File: config.mk
export PLATFORM = sky130hd
export DESIGN_NAME = remote_control_pulse_controller
export DESIGN_NICKNAME = d
export VERILOG_FILES = /design/src/sv/rcpc_pkg.sv /design/src/sv/rcpc_slot_unit.sv /design/src/sv/rcpc_seq.sv /design/src/sv/remote_control_pulse_controller.sv
export SDC_FILE = /design/constraint.sdc
export NUM_CORES = 1
export LEC_CHECK = 0
export ABC_AREA = 1
export BUFFER_PORTS_ARGS = -buffer_cell sky130_fd_sc_hd__buf_2
export CAP_MARGIN = 10
export CORE_ASPECT_RATIO = 1.5
export CORE_UTILIZATION = 60
export CTS_CLUSTER_SIZE = 40
export DETAILED_ROUTE_END_ITERATION = 8
export GPL_TIMING_DRIVEN = 1
export PLACE_DENSITY = 0.8
export SLEW_MARGIN = 20
export SYNTH_ARGS = -nofsm -noshare
export SYNTH_HDL_FRONTEND = slang
export SYNTH_HIERARCHICAL = 1
export SYNTH_SLANG_ARGS = --single-unit
File: constraint.sdc
create_clock -name clk -period 4.86 [get_ports clk]
set_input_delay 0.729 -clock clk [delete_from_list [all_inputs] [get_ports clk]]
set_output_delay 0.729 -clock clk [all_outputs]
set_load 0.01 [all_outputs]
File: src/sv/rcpc_pkg.sv
// Shared types and constants for the remote-control pulse controller.
// Holds the sequencer state type, result codes, register indexes and the
// command/status structs passed between the sequencer and the slot unit.
`default_nettype none

package rcpc_pkg;

	// Fixed field widths
	localparam int unsigned PT_W   = 16;
	localparam int unsigned CODE_W = 8;
	localparam int unsigned TICK_W = 16;
	localparam int unsigned CNT_W  = 9;
	localparam int unsigned ERR_W  = 3;
	localparam int unsigned IDX_W  = 2;
	localparam int unsigned DATA_W = 16;

	// Result error codes
	localparam logic [ERR_W-1:0] ERR_NONE     = 3'd0;
	localparam logic [ERR_W-1:0] ERR_CODE     = 3'd1;
	localparam logic [ERR_W-1:0] ERR_POINT    = 3'd2;
	localparam logic [ERR_W-1:0] ERR_BUSY     = 3'd3;
	localparam logic [ERR_W-1:0] ERR_NO_TIMER = 3'd4;

	// Configuration register indexes
	localparam logic [IDX_W-1:0] REG_POINT_COUNT = 2'd0;
	localparam logic [IDX_W-1:0] REG_PULSE_TICKS = 2'd1;
	localparam logic [IDX_W-1:0] REG_CLOSE_CODE  = 2'd2;
	localparam logic [IDX_W-1:0] REG_OPEN_CODE   = 2'd3;

	// Register reset values
	localparam logic [CNT_W-1:0]  RST_POINT_COUNT = 9'd0;
	localparam logic [TICK_W-1:0] RST_PULSE_TICKS = 16'd5000;
	localparam logic [CODE_W-1:0] RST_CLOSE_CODE  = 8'd1;
	localparam logic [CODE_W-1:0] RST_OPEN_CODE   = 8'd2;

	typedef enum logic [2:0] {
		ST_IDLE,
		ST_SCAN,
		ST_RESULT,
		ST_TICK,
		ST_FLUSH
	} rcpc_state_t;

	// Write commands from the sequencer to the addressed timer slot
	typedef struct packed {
		logic start;
		logic dec;
		logic expire;
		logic is_open;
	} slot_cmd_t;

	// Status of the addressed timer slot
	typedef struct packed {
		logic active;
		logic is_open;
		logic hit;
		logic expire;
	} slot_stat_t;

endpackage

`default_nettype wire

File: src/sv/rcpc_slot_unit.sv
// Timer slot store with one shared compare and decrement unit.
// One slot is addressed per cycle; depends on rcpc_pkg.
`default_nettype none

module rcpc_slot_unit
	import rcpc_pkg::*;
#(
	parameter int unsigned TIMER_SLOTS = 4,
	parameter int unsigned PW = 8,
	parameter int unsigned SW = 2
) (
	input  wire logic              clk,
	input  wire logic              arst_n,
	input  wire logic [SW-1:0]     addr,
	input  wire slot_cmd_t         cmd,
	input  wire logic [PT_W-1:0]   pt,
	input  wire logic [TICK_W-1:0] load_ticks,
	output slot_stat_t             stat,
	output logic [PW-1:0]          slot_point
);

	logic [TIMER_SLOTS-1:0] active_q;
	logic [PW-1:0]          point_q  [TIMER_SLOTS];
	logic                   open_q   [TIMER_SLOTS];
	logic [TICK_W-1:0]      remain_q [TIMER_SLOTS];

	logic [TICK_W-1:0] remain_sel;
	logic [TICK_W-1:0] remain_dec;

	// Read the addressed slot and run the shared compare/decrement
	always_comb begin
		remain_sel   = remain_q[addr];
		remain_dec   = remain_sel - TICK_W'(1);
		slot_point   = point_q[addr];
		stat.active  = active_q[addr];
		stat.is_open = open_q[addr];
		stat.hit     = active_q[addr] && ({{(PT_W-PW){1'b0}}, point_q[addr]} == pt);
		stat.expire  = active_q[addr] && (remain_sel[TICK_W-1:1] == '0);
	end

	// Slot busy flags
	always_ff @(posedge clk or negedge arst_n) begin
		if (!arst_n) begin
			active_q <= '0;
		end else if (cmd.start) begin
			active_q[addr] <= 1'b1;
		end else if (cmd.expire) begin
			active_q[addr] <= 1'b0;
		end
	end

	// Slot payload: point, action and countdown
	always_ff @(posedge clk) begin
		if (cmd.start) begin
			point_q[addr]  <= pt[PW-1:0];
			open_q[addr]   <= cmd.is_open;
			remain_q[addr] <= load_ticks;
		end else if (cmd.dec) begin
			remain_q[addr] <= remain_dec;
		end else if (cmd.expire) begin
			remain_q[addr] <= '0;
		end
	end

endmodule

`default_nettype wire

File: src/sv/rcpc_seq.sv
// Sequencer of the pulse controller: takes orders and ticks, walks the
// timer slots through rcpc_slot_unit and holds the result register.
// Depends on rcpc_pkg.
`default_nettype none

module rcpc_seq
	import rcpc_pkg::*;
#(
	parameter int unsigned TIMER_SLOTS = 4,
	parameter int unsigned MAX_POINTS = 256,
	parameter int unsigned PW = 8,
	parameter int unsigned SW = 2
) (
	input  wire logic              clk,
	input  wire logic              arst_n,
	// input channel
	input  wire logic              in_valid,
	output logic                   in_stall,
	input  wire logic              command,
	input  wire logic [PT_W-1:0]   point,
	input  wire logic [CODE_W-1:0] value_code,
	input  wire logic [CODE_W-1:0] value_inverse,
	// configuration
	input  wire logic [CNT_W-1:0]  point_count,
	input  wire logic [TICK_W-1:0] pulse_ticks,
	input  wire logic [CODE_W-1:0] close_code,
	input  wire logic [CODE_W-1:0] open_code,
	// output channel
	output logic                   out_valid,
	input  wire logic              out_stall,
	output logic                   accepted,
	output logic [ERR_W-1:0]       error_code,
	output logic [PT_W-1:0]        point_echo,
	output logic                   pulse_ended,
	output logic                   close_drive,
	output logic                   open_drive,
	output logic                   last,
	// slot unit
	output logic [SW-1:0]          slot_addr,
	output slot_cmd_t              slot_cmd,
	output logic [PT_W-1:0]        slot_pt,
	output logic [TICK_W-1:0]      slot_ticks,
	input  wire slot_stat_t        slot_stat,
	input  wire logic [PW-1:0]     slot_point
);

	localparam logic [SW-1:0] LAST_IDX = SW'(TIMER_SLOTS - 1);
	localparam logic [CNT_W+PT_W-1:0] MAX_PT_L = (CNT_W+PT_W)'(MAX_POINTS);

	rcpc_state_t state_q, state_d;

	logic [SW-1:0]     idx_q;
	logic [PT_W-1:0]   pt_q;
	logic [CODE_W-1:0] code_q;
	logic [CODE_W-1:0] inv_q;
	logic              hit_q;
	logic              hit_open_q;
	logic              free_found_q;
	logic [SW-1:0]     free_idx_q;
	logic              pend_q;
	logic [PW-1:0]     pend_point_q;

	logic              out_valid_q;
	logic              acc_q;
	logic [ERR_W-1:0]  err_q;
	logic [PT_W-1:0]   echo_q;
	logic              ended_q;
	logic              cl_q;
	logic              op_q;
	logic              last_q;

	logic              out_free;
	logic              out_load;
	logic              ld_acc;
	logic [ERR_W-1:0]  ld_err;
	logic [PT_W-1:0]   ld_echo;
	logic              ld_ended;
	logic              ld_cl;
	logic              ld_op;
	logic              ld_last;
	logic              advance;
	logic              tick_go;

	logic                   is_close;
	logic                   is_open;
	logic                   code_ok;
	logic [CNT_W+PT_W-1:0]  limit;
	logic                   range_ok;

	assign out_free   = !out_valid_q || !out_stall;
	assign in_stall   = (state_q != ST_IDLE);
	assign slot_pt    = pt_q;
	assign slot_ticks = (pulse_ticks == '0) ? TICK_W'(1) : pulse_ticks;

	// Order checks on the captured transaction
	always_comb begin
		is_close = (code_q == close_code);
		is_open  = (code_q == open_code) && !is_close;
		code_ok  = (code_q == ~inv_q) && (is_close || is_open);
		limit    = ((CNT_W+PT_W)'(point_count) < MAX_PT_L) ?
			(CNT_W+PT_W)'(point_count) : MAX_PT_L;
		range_ok = ((CNT_W+PT_W)'(pt_q) < limit);
	end

	// Hold off the tick walk when a second expiry finds the result register full
	assign tick_go = !(slot_stat.expire && pend_q && !out_free);

	// Next state, slot commands and result loads
	always_comb begin
		state_d   = state_q;
		slot_addr = idx_q;
		slot_cmd  = '0;
		out_load  = 1'b0;
		ld_acc    = 1'b0;
		ld_err    = ERR_NONE;
		ld_echo   = pt_q;
		ld_ended  = 1'b0;
		ld_cl     = 1'b0;
		ld_op     = 1'b0;
		ld_last   = 1'b1;
		advance   = 1'b0;
		unique case (state_q)
			ST_IDLE: begin
				if (in_valid) begin
					state_d = command ? ST_TICK : ST_SCAN;
				end
			end
			ST_SCAN: begin
				advance = 1'b1;
				if (idx_q == LAST_IDX) begin
					state_d = ST_RESULT;
				end
			end
			ST_RESULT: begin
				slot_addr = free_idx_q;
				if (hit_q) begin
					ld_cl = !hit_open_q;
					ld_op = hit_open_q;
				end
				if (!code_ok) begin
					ld_err = ERR_CODE;
				end else if (!range_ok) begin
					ld_err = ERR_POINT;
				end else if (hit_q) begin
					ld_err = ERR_BUSY;
				end else if (!free_found_q) begin
					ld_err = ERR_NO_TIMER;
				end else begin
					ld_acc = 1'b1;
					ld_cl  = !is_open;
					ld_op  = is_open;
				end
				if (out_free) begin
					out_load         = 1'b1;
					slot_cmd.start   = ld_acc;
					slot_cmd.is_open = is_open;
					state_d          = ST_IDLE;
				end
			end
			ST_TICK: begin
				ld_echo  = {{(PT_W-PW){1'b0}}, pend_point_q};
				ld_ended = 1'b1;
				ld_last  = 1'b0;
				if (tick_go) begin
					advance = 1'b1;
					if (slot_stat.expire) begin
						slot_cmd.expire = 1'b1;
						out_load        = pend_q;
					end else if (slot_stat.active) begin
						slot_cmd.dec = 1'b1;
					end
					if (idx_q == LAST_IDX) begin
						state_d = (pend_q || slot_stat.expire) ? ST_FLUSH : ST_IDLE;
					end
				end
			end
			ST_FLUSH: begin
				ld_echo  = {{(PT_W-PW){1'b0}}, pend_point_q};
				ld_ended = 1'b1;
				if (out_free) begin
					out_load = 1'b1;
					state_d  = ST_IDLE;
				end
			end
			default: begin
				state_d = ST_IDLE;
			end
		endcase
	end

	// State register
	always_ff @(posedge clk or negedge arst_n) begin
		if (!arst_n) begin
			state_q <= ST_IDLE;
		end else begin
			state_q <= state_d;
		end
	end

	// Scan index and per-transaction flags
	always_ff @(posedge clk or negedge arst_n) begin
		if (!arst_n) begin
			idx_q        <= '0;
			hit_q        <= 1'b0;
			free_found_q <= 1'b0;
			pend_q       <= 1'b0;
		end else if (state_q == ST_IDLE) begin
			idx_q        <= '0;
			hit_q        <= 1'b0;
			free_found_q <= 1'b0;
			pend_q       <= 1'b0;
		end else begin
			if (advance && idx_q != LAST_IDX) begin
				idx_q <= idx_q + SW'(1);
			end
			if (state_q == ST_SCAN) begin
				if (slot_stat.hit) begin
					hit_q <= 1'b1;
				end
				if (!slot_stat.active && !free_found_q) begin
					free_found_q <= 1'b1;
				end
			end
			if (state_q == ST_TICK && tick_go && slot_stat.expire) begin
				pend_q <= 1'b1;
			end
			if (state_q == ST_FLUSH && out_free) begin
				pend_q <= 1'b0;
			end
		end
	end

	// Captured transaction and scan payload
	always_ff @(posedge clk) begin
		if (state_q == ST_IDLE && in_valid) begin
			pt_q   <= point;
			code_q <= value_code;
			inv_q  <= value_inverse;
		end
		if (state_q == ST_SCAN) begin
			if (slot_stat.hit) begin
				hit_open_q <= slot_stat.is_open;
			end
			if (!slot_stat.active && !free_found_q) begin
				free_idx_q <= idx_q;
			end
		end
		if (state_q == ST_TICK && tick_go && slot_stat.expire) begin
			pend_point_q <= slot_point;
		end
	end

	// Result register valid
	always_ff @(posedge clk or negedge arst_n) begin
		if (!arst_n) begin
			out_valid_q <= 1'b0;
		end else if (out_load) begin
			out_valid_q <= 1'b1;
		end else if (!out_stall) begin
			out_valid_q <= 1'b0;
		end
	end

	// Result register payload
	always_ff @(posedge clk) begin
		if (out_load) begin
			acc_q   <= ld_acc;
			err_q   <= ld_err;
			echo_q  <= ld_echo;
			ended_q <= ld_ended;
			cl_q    <= ld_cl;
			op_q    <= ld_op;
			last_q  <= ld_last;
		end
	end

	assign out_valid   = out_valid_q;
	assign accepted    = acc_q;
	assign error_code  = err_q;
	assign point_echo  = echo_q;
	assign pulse_ended = ended_q;
	assign close_drive = cl_q;
	assign open_drive  = op_q;
	assign last        = last_q;

endmodule

`default_nettype wire

File: src/sv/remote_control_pulse_controller.sv
// Top level of the remote-control pulse controller: configuration registers,
// sequencer and timer slot unit. Depends on rcpc_pkg, rcpc_slot_unit, rcpc_seq.
`default_nettype none

// Takes one transaction at a time and stalls its input until the work is done.
// An order is accepted, then each timer slot is visited in turn to
// look for a pulse already running on the point and for the lowest free slot,
// and then the result is written. A tick walks every slot in turn through the
// shared countdown unit, with one more step to deliver the final expiry when
// any slot runs out. A stall on the output can hold the result step, the tick
// walk and the final expiry. Drive bits are not
// stored per point: at most one pulse runs on a point, so a point's close and
// open bits are read from the timer slot that holds it, and a point with no
// running pulse reads as zero. Configuration writes take effect the next cycle
// and belong to idle periods only.
module remote_control_pulse_controller
	import rcpc_pkg::*;
#(
	parameter int unsigned TIMER_SLOTS = 4,
	parameter int unsigned MAX_POINTS = 256
) (
	input  wire logic              clk,
	input  wire logic              arst_n,
	// configuration
	input  wire logic              cfg_write,
	input  wire logic [IDX_W-1:0]  cfg_index,
	input  wire logic [DATA_W-1:0] cfg_data,
	// input channel
	input  wire logic              in_valid,
	output logic                   in_stall,
	input  wire logic              command,
	input  wire logic [PT_W-1:0]   point,
	input  wire logic [CODE_W-1:0] value_code,
	input  wire logic [CODE_W-1:0] value_inverse,
	// output channel
	output logic                   out_valid,
	input  wire logic              out_stall,
	output logic                   accepted,
	output logic [ERR_W-1:0]       error_code,
	output logic [PT_W-1:0]        point_echo,
	output logic                   pulse_ended,
	output logic                   close_drive,
	output logic                   open_drive,
	output logic                   last
);

	localparam int unsigned PW = $clog2(MAX_POINTS);
	localparam int unsigned SW = (TIMER_SLOTS > 1) ? $clog2(TIMER_SLOTS) : 1;

	logic [CNT_W-1:0]  point_count_q;
	logic [TICK_W-1:0] pulse_ticks_q;
	logic [CODE_W-1:0] close_code_q;
	logic [CODE_W-1:0] open_code_q;

	logic [SW-1:0]     slot_addr;
	slot_cmd_t         slot_cmd;
	logic [PT_W-1:0]   slot_pt;
	logic [TICK_W-1:0] slot_ticks;
	slot_stat_t        slot_stat;
	logic [PW-1:0]     slot_point;

	// Configuration registers
	always_ff @(posedge clk or negedge arst_n) begin
		if (!arst_n) begin
			point_count_q <= RST_POINT_COUNT;
			pulse_ticks_q <= RST_PULSE_TICKS;
			close_code_q  <= RST_CLOSE_CODE;
			open_code_q   <= RST_OPEN_CODE;
		end else if (cfg_write) begin
			unique case (cfg_index)
				REG_POINT_COUNT: point_count_q <= cfg_data[CNT_W-1:0];
				REG_PULSE_TICKS: pulse_ticks_q <= cfg_data[TICK_W-1:0];
				REG_CLOSE_CODE:  close_code_q  <= cfg_data[CODE_W-1:0];
				REG_OPEN_CODE:   open_code_q   <= cfg_data[CODE_W-1:0];
				default:         point_count_q <= point_count_q;
			endcase
		end
	end

	rcpc_seq #(
		.TIMER_SLOTS (TIMER_SLOTS),
		.MAX_POINTS  (MAX_POINTS),
		.PW          (PW),
		.SW          (SW)
	) u_seq (
		.clk           (clk),
		.arst_n        (arst_n),
		.in_valid      (in_valid),
		.in_stall      (in_stall),
		.command       (command),
		.point         (point),
		.value_code    (value_code),
		.value_inverse (value_inverse),
		.point_count   (point_count_q),
		.pulse_ticks   (pulse_ticks_q),
		.close_code    (close_code_q),
		.open_code     (open_code_q),
		.out_valid     (out_valid),
		.out_stall     (out_stall),
		.accepted      (accepted),
		.error_code    (error_code),
		.point_echo    (point_echo),
		.pulse_ended   (pulse_ended),
		.close_drive   (close_drive),
		.open_drive    (open_drive),
		.last          (last),
		.slot_addr     (slot_addr),
		.slot_cmd      (slot_cmd),
		.slot_pt       (slot_pt),
		.slot_ticks    (slot_ticks),
		.slot_stat     (slot_stat),
		.slot_point    (slot_point)
	);

	rcpc_slot_unit #(
		.TIMER_SLOTS (TIMER_SLOTS),
		.PW          (PW),
		.SW          (SW)
	) u_slots (
		.clk        (clk),
		.arst_n     (arst_n),
		.addr       (slot_addr),
		.cmd        (slot_cmd),
		.pt         (slot_pt),
		.load_ticks (slot_ticks),
		.stat       (slot_stat),
		.slot_point (slot_point)
	);

`ifndef NO_ASSERTIONS
	// An accepted transaction always keeps the block busy for the next cycle
	assert property (@(posedge clk) disable iff (!arst_n)
		in_valid && !in_stall |=> in_stall)
		else $error("input taken while the sequencer stayed idle");

	// A started pulse reports no error and is never an expiry
	assert property (@(posedge clk) disable iff (!arst_n)
		out_valid && accepted |-> error_code == ERR_NONE && !pulse_ended && last)
		else $error("accepted order carries an error or expiry mark");

	// An expired pulse leaves both drive bits of its point clear
	assert property (@(posedge clk) disable iff (!arst_n)
		out_valid && pulse_ended |-> !close_drive && !open_drive && !accepted)
		else $error("expiry result reports a live drive bit");

	// A point is never driven close and open at once
	assert property (@(posedge clk) disable iff (!arst_n)
		out_valid |-> !(close_drive && open_drive))
		else $error("close and open drive both set");
`endif

endmodule

`default_nettype wire
==> flow_metrics.py <==
metrics = {
    "sta": {
        "fin_crit_ns": 4.31,
        "drv_slew": 0,
        "tns_ns": 0,
        "skew_ns": 0.0162,
        "maxSlewHeadroom": 0.363,
        "fmaxAchievable_mhz": 232,
        "rsz0062_at_grt": "no",
        "finalWorstSetupSlack_ns": 0.553,
        "finalSetupViolCount": 0,
        "period_share": 0.886,
        "hold_viol": 0,
        "worstMarginPinSlew_ns": 0.953,
        "timing.hold.ws_ns": 0.334,
    },
    "outcome": {
        "status": "finished, final reports clean",
    },
    "synth": {
        "synth.most_common_cell": "nand2_1",
        "yosys_register_bits": 221,
        "synth_cells": 1068,
        "ys_top_cells_by_count": "381 x nand2_1, 167 x edfxtp_1, 80 x nor2_1",
        "synth_cell_types": 50,
        "synthAdderAreaFrac": 0.0120,
        "synth_top_cell_area_share": 0.480,
        "synth-simple-area-share": 0.252,
        "synth_area_leader_cell": "edfxtp_1",
        "synthXorXnorAreaFrac": 0.0134,
        "netlist_area_um2": 10400,
        "synth_warnings": 6,
        "muxShareOfSynthArea": 0.00899,
        "syn-num-nets": 1134,
        "yosysSeqAreaShare": 0.610,
        "synth_area_per_cell_um2": 9.78,
        "synth_edf_count": 167,
        "synth_compound_area_frac": 0.0455,
        "synthTopCellsByArea": "edfxtp_1 48%, nand2_1 14%, dfrtp_1 11%, nor2_1 2.9%, nand3_1 2.7%",
        "ys.flop_type": "edfxtp_1",
        "async_flop_share": 0.244,
        "synth_top_family_by_area": "simple AND/OR/NAND/NOR gates",
    },
    "cts": {
        "clk-insertion-delay-late_ns": 0.51,
        "numCtsBuffers": 21,
        "cts-root-buf": "clkbuf_16",
        "htreeDepth": 1,
        "clockBufferDepth": 3,
        "cts.sinks": 221,
        "cts_tree": "done",
        "hold_buffers": 0,
        "path_clk_slew_ns": 0.07,
        "post_cts_buffers": 0,
    },
    "min_path": {
        "hp-class": "input port to asynchronous set/reset pin",
    },
    "run": {
        "maxCapViolations": 0,
    },
    "routing": {
        "m1WireLength_um": 8650,
        "routed-wl-met3_um": 1270,
        "wl_met2_um": 12900,
        "via_count": 7778,
        "drc_errors": 0,
        "highest_layer": "met4",
        "antenna_left": 0,
        "wl_um": 24000,
        "first_pass_iters": 6,
        "wl_per_cell_um": 17.6,
        "viasPerCell": 5.70,
        "first_iter_violations": 645,
    },
    "die": {
        "die_height_um": 164,
        "start_util": 0.618,
        "dieArea_um2": 17900,
        "io_pins": 82,
        "fp.dieW_um": 110,
        "num_rows": 58,
        "fp.coreArea_um2": 16900,
    },
    "worst_setup_path": {
        "rr_worst_depth": 24,
        "cp-end-kind": "flip-flop",
        "worstSetupPathType": "flip-flop to flip-flop",
        "cp.required_ns": 5.14,
        "start_kind": "flip-flop",
        "critical_path.max_fanout": 35,
        "regToRegEndpoint": "u_slots/remain_q[2][4]$_DFFE_PP_",
        "regToRegSetupSlack_ns": 0.55,
        "cp.arrival_ns": 4.59,
        "r2r_start": "u_seq/state_q[2]$_DFFE_PN0P_",
    },
    "pwr": {
        "total_leakage_power_nw": 5.06,
        "powerDensity_nw_per_um2": 574,
        "finalPower_mw": 6.70,
        "vdd_drop_max_uv": 432,
    },
    "global_routing": {
        "grt_pass1_vias": 7609,
        "grt-ovfl-total": 0,
        "grt_pass1_wl_um": 37500,
        "antenna_found_initial": 1,
        "grt_max_degree": 55,
        "grt_usage": 0.278,
    },
    "cells_and_area": {
        "design_area_um2": 11700,
        "final_nets": 1204,
        "post-route-util": 0.690,
        "area_growth_pct": 11.6,
        "drive_gt1_frac": 0.161,
        "instances_no_fill": 1364,
    },
    "placement": {
        "dp_cells": 1325,
        "io_buffers": 81,
        "place_hpwl_um": 16900,
        "placed_cell_area_um2": 11000,
        "place_congestion": 0.924,
        "dp_slack_ns": 0.495,
    },
}
registers in the layout, summed over array words and instances, names as in the netlist, 2 cells and up, named ones only:
| signal | cells |
|---|---|
| close_code_q | 8 |
| u_seq/slot_pt | 16 |
| u_seq/free_idx_q | 2 |
| open_code_q | 8 |
| u_slots/remain_q | 64 |
| u_slots/open_q | 4 |
| u_seq/pend_point_q | 8 |
| point_count_q | 9 |
| u_seq/state_q | 3 |
| u_seq/inv_q | 8 |
| u_seq/error_code | 3 |
| u_seq/code_q | 8 |
| u_slots/point_q | 32 |
| u_seq/idx_q | 2 |
| pulse_ticks_q | 16 |
| u_seq/point_echo | 16 |
cell type report:
class,count,area [µm²]
well taps,210,263
fillers,1249,5250
clock buffers,25,541
multi-input cells,712,3490
flip-flops and latches,221,6370
repair buffers,97,526
inverters,85,319
diodes,1,2.50
clock inverters,13,148
per-layer routing:
metal  global-route usage  vias up
met5                    0        -
met4                0.141        0
met3               0.0379       86
met2                0.508      296
met1                0.309     3693
li1                     -     3703
what timing repair did:
action	in CTS	in global routing
endpoints found under the hold margin	0	0
endpoints found under the setup margin	0	24
gates resized for setup	0	1
report_power, final:
| part | total [mW] | internal (mW) | switching (mW) | leakage [nW] |
|---|---|---|---|---|
| registers | 2.65 | 2.48 | 0.170 | 2.17 |
| logic | 2.39 | 0.718 | 1.68 | 2.55 |
| clock network | 1.65 | 0.961 | 0.687 | 0.335 |
cells in the final DEF, fill, tap and decap left out, types with 11 or more instances in the layout:
| cell type | n |
|---|---|
| nor2_1 | 78 |
| a22oi_1 | 11 |
| edfxtp_1 | 167 |
| nand3_1 | 57 |
| buf_2 | 81 |
| clkbuf_16 | 21 |
| a21oi_1 | 15 |
| nand2_1 | 381 |
| inv_2 | 12 |
| o21ai_0 | 25 |
| inv_1 | 72 |
| nor2_2 | 14 |
| dfrtp_1 | 47 |
| nand4_1 | 39 |
| buf_4 | 16 |
cell families (layout without fill, tap and decap cells):
logic type / Yosys count / count (layout)
multiplexers: 8 / 8
other: 0 / 1
flip-flops: 221 / 221
XOR/XNOR: 16 / 16
adder cells (fa/ha/maj): 10 / 10
buffers and inverters: 135 / 220
AND/OR/NAND/NOR: 602 / 602
AO/OA/AOI/OAI: 76 / 76
worst max path at each step:
stage	start	endpoint	slack (ns)	cells past startpoint
after global placement	u_seq/state_q[2]$_DFFE_PN0P_	u_slots/remain_q[3][7]$_DFFE_PP_	0.60	24
after floorplan	u_seq/state_q[2]$_DFFE_PN0P_	u_seq/accepted$_SDFFCE_PN0P_	0.65	15
final	u_seq/state_q[2]$_DFFE_PN0P_	u_slots/remain_q[2][4]$_DFFE_PP_	0.55	24
after detailed placement	u_seq/state_q[2]$_DFFE_PN0P_	u_slots/remain_q[2][4]$_DFFE_PP_	0.49	24
after CTS	u_seq/state_q[0]$_DFFE_PN0P_	u_slots/remain_q[2][4]$_DFFE_PP_	0.46	24
after global routing	u_seq/state_q[0]$_DFFE_PN0P_	u_slots/remain_q[0][12]$_DFFE_PP_	0.1	24
critical path: stages, from the launching register on:
cell and delay, ns:
dfrtp_1 0.44, inv_2 0.13, nand3_2 0.16, inv_1 0.27
nand2_1 0.15, o21ai_4 0.15, inv_2 0.30, nand2_1 0.13
nand2_1 0.07, nand2_1 0.05, nand2_1 0.12, nor2_1 0.16
nand2_1 0.11, nor4_1 0.30, buf_4 0.19, nand2_1 0.06
nor2_2 0.18, nor2_1 0.06, nand2_1 0.09, inv_2 0.05
inv_1 0.12, nor3_1 0.07, inv_2 0.21, o21ai_0 0.15
a31oi_1 0.33
Note: power is estimated with default switching activity, not from simulation.
